### src/mrr_pkg.sv
`default_nettype none
package mrr_pkg;
  localparam int NUM_BITS_DEF = 63;
  localparam int FIELD_W = 63;

  typedef enum logic [3:0] {
    ST_IDLE,
    ST_REDUCE,
    ST_SPLIT,
    ST_MUL_INIT,
    ST_MUL_STEP,
    ST_MUL_DONE,
    ST_SQUARE_CHECK,
    ST_JUDGE,
    ST_OUTPUT
  } state_t;

  // what the current multiplication feeds
  typedef enum logic [1:0] {
    MUL_ACC,
    MUL_BASE,
    MUL_SQR
  } mul_op_t;
endpackage
`default_nettype wire

### src/mrr_if.sv
`default_nettype none
interface mrr_in_if;
  logic                        valid;
  logic                        ready;
  logic [mrr_pkg::FIELD_W-1:0] candidate;
  logic [mrr_pkg::FIELD_W-1:0] random_draw;
  logic                        first_round;
  logic                        last_round;
  modport source (output valid, candidate, random_draw, first_round, last_round,
                  input ready);
  modport sink   (input valid, candidate, random_draw, first_round, last_round,
                  output ready);
endinterface

interface mrr_out_if;
  logic valid;
  logic ready;
  logic probably_prime;
  logic final_res;
  modport source (output valid, probably_prime, final_res, input ready);
  modport sink   (input valid, probably_prime, final_res, output ready);
endinterface
`default_nettype wire

### src/miller_rabin_round_top.sv
// channel | direction | payload
// in_     | sink      | candidate, random_draw, first_round, last_round
// out_    | source    | probably_prime, final_res
// one transaction at a time; n below 2 or even goes straight to the verdict
// the witness reduction is restoring division, one quotient bit per cycle
// each modular multiply is bit-serial, one multiplier bit per cycle
// a full round is about 2*NUM_BITS multiplies
// reset: synchronous, active low; clears the control and composite flag
// out stalls hold the result; a new input transaction is taken once the result leaves
`default_nettype none
module miller_rabin_round_top #(
  parameter int NUM_BITS = mrr_pkg::NUM_BITS_DEF
) (
  input  wire logic clk,
  input  wire logic rst_n,
  mrr_in_if.sink    in_ch,
  mrr_out_if.source out_ch
);
  localparam int CW = $clog2(NUM_BITS + 1);

  mrr_pkg::state_t state_r, state_nxt;
  mrr_pkg::mul_op_t op_r, op_nxt;

  // datapath registers; rem_r and prod_r are one bit wider to hold sums below 2n
  logic [NUM_BITS-1:0] n_r, nm1_r, a_r, acc_r, u_r, x_r, mq_r, mx_r;
  logic [NUM_BITS:0]   rem_r, prod_r;
  logic [NUM_BITS-1:0] dq_r;
  logic [CW-1:0]       cnt_r, t_r, i_r;
  logic                last_r, comp_r, seen_r, outv_r, pp_r, fin_r, bad_r;

  logic [NUM_BITS-1:0] n_in, d_in;
  assign n_in = in_ch.candidate[NUM_BITS-1:0];
  assign d_in = in_ch.random_draw[NUM_BITS-1:0];

  // one shift-and-subtract step for the remainder
  logic [NUM_BITS:0] rem_sh;
  assign rem_sh = {rem_r[NUM_BITS-1:0], dq_r[NUM_BITS-1]};

  // one bit-serial multiply step: r = 2r (+x) mod n
  logic [NUM_BITS:0] dbl, dbl_m, add1, add_m;
  assign dbl   = {prod_r[NUM_BITS-1:0], 1'b0};
  assign dbl_m = (dbl >= {1'b0, n_r}) ? dbl - {1'b0, n_r} : dbl;
  assign add1  = dbl_m + {1'b0, mx_r};
  assign add_m = (add1 >= {1'b0, n_r}) ? add1 - {1'b0, n_r} : add1;

  logic [NUM_BITS-1:0] one;
  assign one = {{(NUM_BITS-1){1'b0}}, 1'b1};

  // next state
  always_comb begin
    state_nxt = state_r;
    op_nxt = op_r;
    unique case (state_r)
      mrr_pkg::ST_IDLE:
        if (in_ch.valid && in_ch.ready) begin
          if (n_in < NUM_BITS'(2) || !n_in[0]) state_nxt = mrr_pkg::ST_JUDGE;
          else state_nxt = mrr_pkg::ST_REDUCE;
        end
      mrr_pkg::ST_REDUCE:
        if (cnt_r == CW'(NUM_BITS - 1)) state_nxt = mrr_pkg::ST_SPLIT;
      mrr_pkg::ST_SPLIT:
        if (u_r[0]) begin
          state_nxt = mrr_pkg::ST_MUL_INIT;
          op_nxt = mrr_pkg::MUL_ACC;
        end
      mrr_pkg::ST_MUL_INIT: state_nxt = mrr_pkg::ST_MUL_STEP;
      mrr_pkg::ST_MUL_STEP:
        if (cnt_r == CW'(NUM_BITS - 1)) state_nxt = mrr_pkg::ST_MUL_DONE;
      mrr_pkg::ST_MUL_DONE: begin
        unique case (op_r)
          mrr_pkg::MUL_ACC: begin
            op_nxt = mrr_pkg::MUL_BASE;
            state_nxt = mrr_pkg::ST_MUL_INIT;
          end
          mrr_pkg::MUL_BASE: begin
            // decide on the exponent as it stands after this shift
            state_nxt = mrr_pkg::ST_MUL_INIT;
            if (u_r[NUM_BITS-1:1] == '0) begin
              if (t_r == '0) state_nxt = mrr_pkg::ST_JUDGE;
              else op_nxt = mrr_pkg::MUL_SQR;
            end else if (u_r[1]) op_nxt = mrr_pkg::MUL_ACC;
            else op_nxt = mrr_pkg::MUL_BASE;
          end
          default: state_nxt = mrr_pkg::ST_SQUARE_CHECK;
        endcase
      end
      mrr_pkg::ST_SQUARE_CHECK:
        if (bad_r || i_r == t_r) state_nxt = mrr_pkg::ST_JUDGE;
        else state_nxt = mrr_pkg::ST_MUL_INIT;
      mrr_pkg::ST_JUDGE: state_nxt = mrr_pkg::ST_OUTPUT;
      mrr_pkg::ST_OUTPUT:
        if (!outv_r) state_nxt = mrr_pkg::ST_IDLE;
      default: state_nxt = mrr_pkg::ST_IDLE;
    endcase
  end

  // handshake outputs
  always_comb begin
    in_ch.ready = (state_r == mrr_pkg::ST_IDLE);
  end
  assign out_ch.valid = outv_r;
  assign out_ch.probably_prime = pp_r;
  assign out_ch.final_res = fin_r;

  // control registers
  always_ff @(posedge clk) begin
    if (!rst_n) begin
      state_r <= mrr_pkg::ST_IDLE;
      op_r <= mrr_pkg::MUL_ACC;
      seen_r <= 1'b0;
      outv_r <= 1'b0;
    end else begin
      state_r <= state_nxt;
      op_r <= op_nxt;
      if (state_r == mrr_pkg::ST_IDLE && in_ch.valid && in_ch.ready && in_ch.first_round)
        seen_r <= 1'b0;
      if (state_r == mrr_pkg::ST_JUDGE) begin
        outv_r <= 1'b1;
        if (comp_r) seen_r <= 1'b1;
      end else if (outv_r && out_ch.ready) outv_r <= 1'b0;
    end
  end

  // datapath
  always_ff @(posedge clk) begin
    unique case (state_r)
      mrr_pkg::ST_IDLE: begin
        n_r <= n_in;
        nm1_r <= n_in - one;
        u_r <= n_in - one;
        dq_r <= d_in;
        rem_r <= '0;
        cnt_r <= '0;
        t_r <= '0;
        i_r <= '0;
        bad_r <= 1'b0;
        last_r <= in_ch.last_round;
        comp_r <= (n_in < NUM_BITS'(2)) || (!n_in[0] && n_in != NUM_BITS'(2));
        acc_r <= one;
      end
      mrr_pkg::ST_REDUCE: begin
        // restoring division by n-1
        if (rem_sh >= {1'b0, nm1_r}) rem_r <= rem_sh - {1'b0, nm1_r};
        else rem_r <= rem_sh;
        dq_r <= {dq_r[NUM_BITS-2:0], 1'b0};
        cnt_r <= cnt_r + 1'b1;
        if (cnt_r == CW'(NUM_BITS - 1)) begin
          if (rem_sh >= {1'b0, nm1_r}) a_r <= NUM_BITS'(rem_sh - {1'b0, nm1_r}) + one;
          else a_r <= rem_sh[NUM_BITS-1:0] + one;
        end
      end
      mrr_pkg::ST_SPLIT:
        if (!u_r[0]) begin
          u_r <= {1'b0, u_r[NUM_BITS-1:1]};
          t_r <= t_r + 1'b1;
        end
      mrr_pkg::ST_MUL_INIT: begin
        cnt_r <= '0;
        prod_r <= '0;
        unique case (op_r)
          mrr_pkg::MUL_ACC:  begin mx_r <= acc_r; mq_r <= a_r; end
          mrr_pkg::MUL_BASE: begin mx_r <= a_r;   mq_r <= a_r; end
          default:           begin mx_r <= x_r;   mq_r <= x_r; end
        endcase
      end
      mrr_pkg::ST_MUL_STEP: begin
        prod_r <= mq_r[NUM_BITS-1] ? add_m : dbl_m;
        mq_r <= {mq_r[NUM_BITS-2:0], 1'b0};
        cnt_r <= cnt_r + 1'b1;
      end
      mrr_pkg::ST_MUL_DONE:
        unique case (op_r)
          mrr_pkg::MUL_ACC: acc_r <= prod_r[NUM_BITS-1:0];
          mrr_pkg::MUL_BASE: begin
            a_r <= prod_r[NUM_BITS-1:0];
            u_r <= {1'b0, u_r[NUM_BITS-1:1]};
            if (u_r[NUM_BITS-1:1] == '0) x_r <= acc_r;
            if (u_r[NUM_BITS-1:1] == '0 && t_r == '0) comp_r <= (acc_r != one);
          end
          default: begin
            bad_r <= (prod_r[NUM_BITS-1:0] == one) && (x_r != one) && (x_r != nm1_r);
            x_r <= prod_r[NUM_BITS-1:0];
            i_r <= i_r + 1'b1;
          end
        endcase
      mrr_pkg::ST_SQUARE_CHECK: begin
        if (bad_r) comp_r <= 1'b1;
        else if (i_r == t_r) comp_r <= (x_r != one);
      end
      mrr_pkg::ST_JUDGE: begin
        pp_r <= !(seen_r || comp_r);
        fin_r <= last_r;
      end
      default: ;
    endcase
  end
endmodule
`default_nettype wire

### src/flat_wrapper.sv
// flat-port wrapper written by rule: the top's interface ports become plain ports
module miller_rabin_round_top_flat 
#(
  parameter int NUM_BITS = mrr_pkg::NUM_BITS_DEF
)
  (clk, rst_n, in_ch_valid, in_ch_candidate, in_ch_random_draw, in_ch_first_round, in_ch_last_round, in_ch_ready, out_ch_valid, out_ch_probably_prime, out_ch_final_res, out_ch_ready);
  mrr_in_if in_ch_i ();
  mrr_out_if out_ch_i ();
  input  wire logic clk;
  input  wire logic rst_n;
  input wire logic [$bits(in_ch_i.valid)-1:0] in_ch_valid;
  input wire logic [$bits(in_ch_i.candidate)-1:0] in_ch_candidate;
  input wire logic [$bits(in_ch_i.random_draw)-1:0] in_ch_random_draw;
  input wire logic [$bits(in_ch_i.first_round)-1:0] in_ch_first_round;
  input wire logic [$bits(in_ch_i.last_round)-1:0] in_ch_last_round;
  output wire logic [$bits(in_ch_i.ready)-1:0] in_ch_ready;
  output wire logic [$bits(out_ch_i.valid)-1:0] out_ch_valid;
  output wire logic [$bits(out_ch_i.probably_prime)-1:0] out_ch_probably_prime;
  output wire logic [$bits(out_ch_i.final_res)-1:0] out_ch_final_res;
  input wire logic [$bits(out_ch_i.ready)-1:0] out_ch_ready;
  assign in_ch_i.valid = in_ch_valid;
  assign in_ch_i.candidate = in_ch_candidate;
  assign in_ch_i.random_draw = in_ch_random_draw;
  assign in_ch_i.first_round = in_ch_first_round;
  assign in_ch_i.last_round = in_ch_last_round;
  assign in_ch_ready = in_ch_i.ready;
  assign out_ch_valid = out_ch_i.valid;
  assign out_ch_probably_prime = out_ch_i.probably_prime;
  assign out_ch_final_res = out_ch_i.final_res;
  assign out_ch_i.ready = out_ch_ready;
  miller_rabin_round_top #(.NUM_BITS(NUM_BITS)) u_core (.clk(clk), .rst_n(rst_n), .in_ch(in_ch_i), .out_ch(out_ch_i));
endmodule
### config.mk
export PLATFORM = sky130hd
export DESIGN_NAME = miller_rabin_round_top_flat
export DESIGN_NICKNAME = d
export VERILOG_FILES = /design/src/mrr_pkg.sv /design/src/mrr_if.sv /design/src/miller_rabin_round_top.sv /design/src/flat_wrapper.sv
export SDC_FILE = /design/constraint.sdc
export NUM_CORES = 2
export LEC_CHECK = 0
export ABC_AREA = 1
export BUFFER_PORTS_ARGS = -buffer_cell sky130_fd_sc_hd__buf_4
export CORE_MARGIN = 8
export CORE_UTILIZATION = 35
export CTS_BUF_LIST = sky130_fd_sc_hd__clkbuf_8
export DETAILED_ROUTE_END_ITERATION = 7
export SLEW_MARGIN = 20
export SYNTH_ARGS = -nofsm -noshare
export SYNTH_HDL_FRONTEND = slang
export SYNTH_SLANG_ARGS = --single-unit
### constraint.sdc
create_clock -name clk -period 22.2 [get_ports clk]
set_clock_uncertainty 0.1 [all_clocks]
set_input_delay 4.44 -clock clk [delete_from_list [all_inputs] [get_ports clk]]
set_output_delay 4.44 -clock clk [all_outputs]
set_load 0.02 [all_outputs]
# Word-level counts from Yosys, hierarchy flattened
# Index checks and enable logic that the tools add are counted.
[totals] wordCells=165 reg_bits=724 output_inout_bits=4
[op_classes] magnitude_cmp=4 n_addsub=10 reduce_logical=41 eq_ne=30 bitwise_logic=1 muxes=55
[ops] operator="63-bit case mux with 2 select lines" count=8
[ops] operator="63-bit 2-to-1 mux" count=11
[ops] operator="64-bit by 63-bit greater-or-equal comparator with 1-bit output" count=3
[ops] operator="63-bit case mux with 3 select lines" count=1
[ops] operator="63-bit by 1-bit adder with 63-bit output (second input constant)" count=2
[ops] operator="63-bit by 1-bit != test with 1-bit output (second input constant)" count=2
[ops] operator="63-bit subtractor" count=2
[ops] operator="64-bit by 63-bit adder with 64-bit output" count=1
[ops] operator="64-bit 2-to-1 mux" count=1
[ops] operator="64-bit by 63-bit subtractor with 64-bit output" count=1
[ops] operator="63-bit by 1-bit == test with 1-bit output (second input constant)" count=1
[ops] operator="63-bit by 2-bit less-than comparator with 1-bit output (second input constant)" count=1
[ops] operator="63-bit by 2-bit != test with 1-bit output (second input constant)" count=1
[ops] operator="63-bit != test" count=1
[ops] operator="63-bit by 1-bit subtractor with 63-bit output (second input constant)" count=1
[ops] operator="62-bit logical NOT" count=1
[ops] operator="4-bit case mux with 9 select lines" count=1
[ops] operator="6-bit case mux with 2 select lines" count=3
[ops] operator="4-bit 2-to-1 mux" count=6
[ops] operator="6-bit by 1-bit adder with 6-bit output (second input constant)" count=3
[ops] operator="4-bit by 3-bit == test with 1-bit output (second input constant)" count=4
[ops] operator="2-bit nonzero test" count=8
[ops] operator="6-bit 2-to-1 mux" count=2
[ops] operator="2-bit by 1-bit != test with 1-bit output (second input constant)" count=6
[ops] operator="other kinds (30)" count=70

# Logic depth before layout (Yosys ltp)
[logic_depth] word_depth=7 ltp_mapped=54 mapped_depth_nobuf=52

# Worst setup path before layout
# OpenSTA, ideal clock, no wires.
[synth_timing] path_type="register to output" start="register u_core.state_r[3]" end="output in_ch_ready" t_arrival_ns=6.178 path_stages_with_launch=4 t_required_ns=17.660 path_slack_ns=11.482 cell_sequence="dfxtp_1 nor2_1 inv_1 nor2_1"
[synth_between] elab_chain_len=1
[synth_rtl] item="from (decl)" line="miller_rabin_round_top.sv:21" source="mrr_pkg::state_t state_r, state_nxt;"
[synth_rtl] item="from (signal assigned)" line="miller_rabin_round_top.sv:108" source="state_r <= mrr_pkg::ST_IDLE;"
[synth_rtl] item="from (signal assigned)" line="miller_rabin_round_top.sv:113" source="state_r <= state_nxt;"
[synth_rtl] item="4-bit logical NOT" line="miller_rabin_round_top.sv:99" source="in_ch.ready = (state_r == mrr_pkg::ST_IDLE);"
[synth_rtl] item="to (decl)" line="flat_wrapper.sv:16" source="output wire logic [$bits(in_ch_i.ready)-1:0] in_ch_ready;"
# No other way between the ends.

# Worst setup path after layout
[layout_timing] start="register u_core.prod_r[61]" end="register u_core.prod_r[16] (data pin)"
[layout_between] elab_chain_len=7 elab_cells_between_ends=9 cone_classes="add/sub (3); order compare (2); mux (4)"
[layout_rtl] item="from (decl)" line="miller_rabin_round_top.sv:26" source="logic [NUM_BITS:0] rem_r, prod_r;"
[layout_rtl] item="from (signal assigned)" line="miller_rabin_round_top.sv:167" source="prod_r <= mq_r[NUM_BITS-1] ? add_m : dbl_m;"
[layout_rtl] item="64-bit by 63-bit subtractor with 64-bit output or 64-bit by 63-bit greater-or-equal comparator with 1-bit output (tied branches)" line="miller_rabin_round_top.sv:42" source="assign dbl_m = (dbl >= {1'b0, n_r}) ? dbl - {1'b0, n_r} : dbl;"
[layout_rtl] item="64-bit 2-to-1 mux (*)" line="miller_rabin_round_top.sv:42"
[layout_rtl] item="64-bit by 63-bit adder with 64-bit output" line="miller_rabin_round_top.sv:43" source="assign add1 = dbl_m + {1'b0, mx_r};"
[layout_rtl] item="64-bit by 63-bit greater-or-equal comparator with 1-bit output or 63-bit subtractor (tied branches)" line="miller_rabin_round_top.sv:44" source="assign add_m = (add1 >= {1'b0, n_r}) ? add1 - {1'b0, n_r} : add1;"
[layout_rtl] item="63-bit 2-to-1 mux" line="miller_rabin_round_top.sv:44"
[layout_rtl] item="63-bit 2-to-1 mux (*)" line="miller_rabin_round_top.sv:167"
[layout_rtl] item="63-bit case mux with 2 select lines (*)" line="miller_rabin_round_top.sv:126" source="unique case (state_r)"
# Mark *: on every way between the ends. The rest lies on a longest branch, timed or not.
# A chain may end at the register's enable or synchronous reset.

==> impl_metrics.env <==
export IMPL_status="finished, final reports clean"
export IMPL_synth_top_area_cell="edfxtp_1"
export IMPL_ctsHoldBuffers=0
export IMPL_tightest_slew_ns=1.15
export IMPL_synth_edff_count=716
export IMPL_layout_nets=8296
export IMPL_finalSetupViolCount=0
export IMPL_hp_class="reg -> reg"
export IMPL_finalHoldViolations=0
export IMPL_stdcell_area_um2=62100
export IMPL_post_cts_resized=0
export IMPL_crit_type="reg -> reg"
export IMPL_grt_pass1_vias=53734
export IMPL_synth_top_area_share_pct=38.3
export IMPL_relSlewSlack_pct=22.2
export IMPL_slowest_stage="o21ai_0"
export IMPL_wl_per_cell_um=27.4
export IMPL_die_x_um=416
export IMPL_grt_pass1_wl_um=384000
export IMPL_synth_area_leaders="edfxtp_1 38%, nand2_1 14%, inv_1 7.9%, nor2_1 6.5%, ha_1 5.8%"
export IMPL_cts_sinks=724
export IMPL_grt_util_all_layers_pct=30.6
export IMPL_clock_latency_ns=0.90
export IMPL_worst_path_buf_inv=12
export IMPL_cts_htree_levels=4
export IMPL_gr_total_overflow=0
export IMPL_cp_arrival_ns=12.00
export IMPL_mostFrequentLayoutCells="2151 x nand2_1, 1224 x inv_1, 965 x nor2_1, 716 x edfxtp_1, 380 x nand3_1"
export IMPL_cp_common_cell="nand2_1"
export IMPL_drv_slew=0
export IMPL_synthAdderAreaFrac_pct=5.94
export IMPL_syn_nets=8152
export IMPL_synthArstFlopShare_pct=0
export IMPL_drive_above_1_share_pct=6.37
export IMPL_timing_max_cap_violations=0
export IMPL_path_max_fanout=65
export IMPL_synth_cell_types=59
export IMPL_drtIter0Drc=6447
export IMPL_drtPass1Iterations=8
export IMPL_ys_seq_elements=724
export IMPL_die_y_um=416
export IMPL_std_cell_rows=147
export IMPL_grt_max_degree=96
export IMPL_portBuffers=135
export IMPL_synthCells=7756
export IMPL_synth_mux_area_share_pct=0
export IMPL_crit_required_ns=22.74
export IMPL_rsz0062_at_grt="no"
export IMPL_final_common_cell="nand2_1"
export IMPL_fmax_ghz=0.0873
export IMPL_drc=0
export IMPL_period_minus_slack_ns=11.46
export IMPL_critPathTopFamily="simple AND/OR/NAND/NOR gates"
export IMPL_die_area_um2=173000
export IMPL_synth_xor_area_share_pct=4.72
export IMPL_antenna_found_initial=30
export IMPL_max_stage_delay_ns=0.65
export IMPL_fin_setup_tns_ns=0
export IMPL_dr_total_vias=55857
export IMPL_clk_pin_slew_worst_paths_ns=0.06
export IMPL_cts_tree="built"
export IMPL_vias_per_cell=5.52
export IMPL_clk_path_buf_depth=3
export IMPL_synth_top_family_by_area="simple AND/OR/NAND/NOR gates"
export IMPL_area_growth_pct=10.7
export IMPL_placed_area_um2=59400
export IMPL_io_pins=136
export IMPL_yosysWarningCount=0
export IMPL_synth_simple_area_share_pct=29.2
export IMPL_initial_core_util_pct=35.1
export IMPL_gp_congestion=1.02
export IMPL_postRouteAntennaNets=0
export IMPL_worst_setup_path_end_kind="flip-flop"
export IMPL_cts_buffers=138
export IMPL_synth_compound_area_share_pct=12.1
export IMPL_dp_hpwl_um=230000
export IMPL_syn_cell_area_um2=56100
export IMPL_root_buffer="clkbuf_8"
export IMPL_finalWirelength_um=277000
export IMPL_syn_avg_cell_area_um2=7.23
export IMPL_ys_flop_type="edfxtp_1"
export IMPL_core_area_um2=160000
export IMPL_post_cts_buffers=0
export IMPL_period_share_pct=51.6
export IMPL_ys_seq_area_share_pct=38.6
export IMPL_start_kind="flip-flop"
## final timing paths
check,depth (start not counted),endpoint,from,slack [ns]
hold / removal,0,u_core.out_ch.final_res$_DFFE_PP_,u_core.last_r$_DFFE_PP_,0.32
hold reg to reg,0,u_core.out_ch.final_res$_DFFE_PP_,u_core.last_r$_DFFE_PP_,0.32
setup / recovery,46,u_core.prod_r[16]$_SDFFCE_PN0P_,u_core.prod_r[61]$_SDFFCE_PN0P_,10.74
setup reg to reg,46,u_core.prod_r[16]$_SDFFCE_PN0P_,u_core.prod_r[61]$_SDFFCE_PN0P_,10.74
## worst reg2reg max path, delay by kind of cell, from the launching register on
kind	cells	cell delay [ns]
AO/OA/AOI/OAI	5	1.87
XOR/XNOR	1	0.35
adder cells (fa/ha/maj)	3	1.26
buffers and inverters	12	2.82
flip-flops	1	0.59
AND/OR/NAND/NOR	25	4.22
## synthesized netlist by cell type (7+ instances only)
cell type,n
ha_1,260
nand4_1,104
xnor2_1,161
xor2_1,141
edfxtp_1,716
a22o_1,56
or2_2,17
buf_2,16
clkbuf_1,137
nor2_1,971
a31o_2,11
a21oi_1,352
nand2_2,27
inv_2,21
a31oi_1,121
nor2_4,9
nor3_1,63
a21boi_0,19
o21a_1,13
o21ai_0,363
dfxtp_1,8
o21ai_1,17
and2_1,7
nor4_1,96
o22ai_1,12
a21o_1,49
o21bai_1,30
nand3b_1,51
o211ai_1,73
buf_1,14
a221oi_1,10
nand2_1,2157
inv_1,1182
nor2_2,32
nand3_1,380
## metrics by stage
stage	utilization [%]	hold WS, ns	worst slack [ns]	instances
after floorplan	-	0.300	11.48	7756
after global placement	37.2	0.304	9.73	9845
after detailed placement	37.2	0.309	10.87	9846
after CTS	38.8	0.324	10.79	10092
after global routing	38.8	0.340	10.10	10104
final	38.8	0.323	10.74	10124
## routing by layer
layer,global-route usage [%],wire length [um],part of all wire [%],vias up
met2,49.5,125000,45,2722
li1,-,-,-,25877
met3,5.79,22900,8.3,655
met5,0,89,0.032,-
met1,37.1,107000,39,26595
met4,20.0,21900,7.9,8
## cells by family (layout without fill, tap and decap cells)
kind of cell | Yosys count | after routing
xor gates and xnor gates | 302 | 302
adders and majority gates | 264 | 264
AOI/OAI and AO/OA | 1153 | 1153
DFF | 724 | 724
buffers and inverters | 1384 | 1634
and+or+nand+nor | 3929 | 3929
other | 0 | 32
## final cells by class
class	count	area [um^2]
multi-input cells	5648	29300
clock inverters	106	613
inverters	1207	4540
repair buffers	181	1360
fillers	17002	97800
flip-flops and latches	724	21700
diodes	32	80.1
clock buffers	140	1930
well taps	2086	2610
## registers in the layout (all words and copies together) (netlist names)
signal	flops
u_core.bad_r	1
u_core.u_r	63
u_core.t_r	6
u_core.last_r	1
u_core.nm1_r	63
u_core.comp_r	1
u_core.seen_r	1
u_core.out_ch.valid	1
u_core.state_r	4
u_core.op_r	2
u_core.a_r	63
u_core.n_r	63
u_core.i_r	6
u_core.rem_r	63
u_core.out_ch.probably_prime	1
u_core.x_r	63
u_core.acc_r	63
u_core.prod_r	63
u_core.dq_r	63
u_core.out_ch.final_res	1
u_core.mx_r	63
u_core.mq_r	63
u_core.cnt_r	6
Power is not shown: default switching activity piles up to over one toggle a cycle in this logic, so the estimate is an artifact.
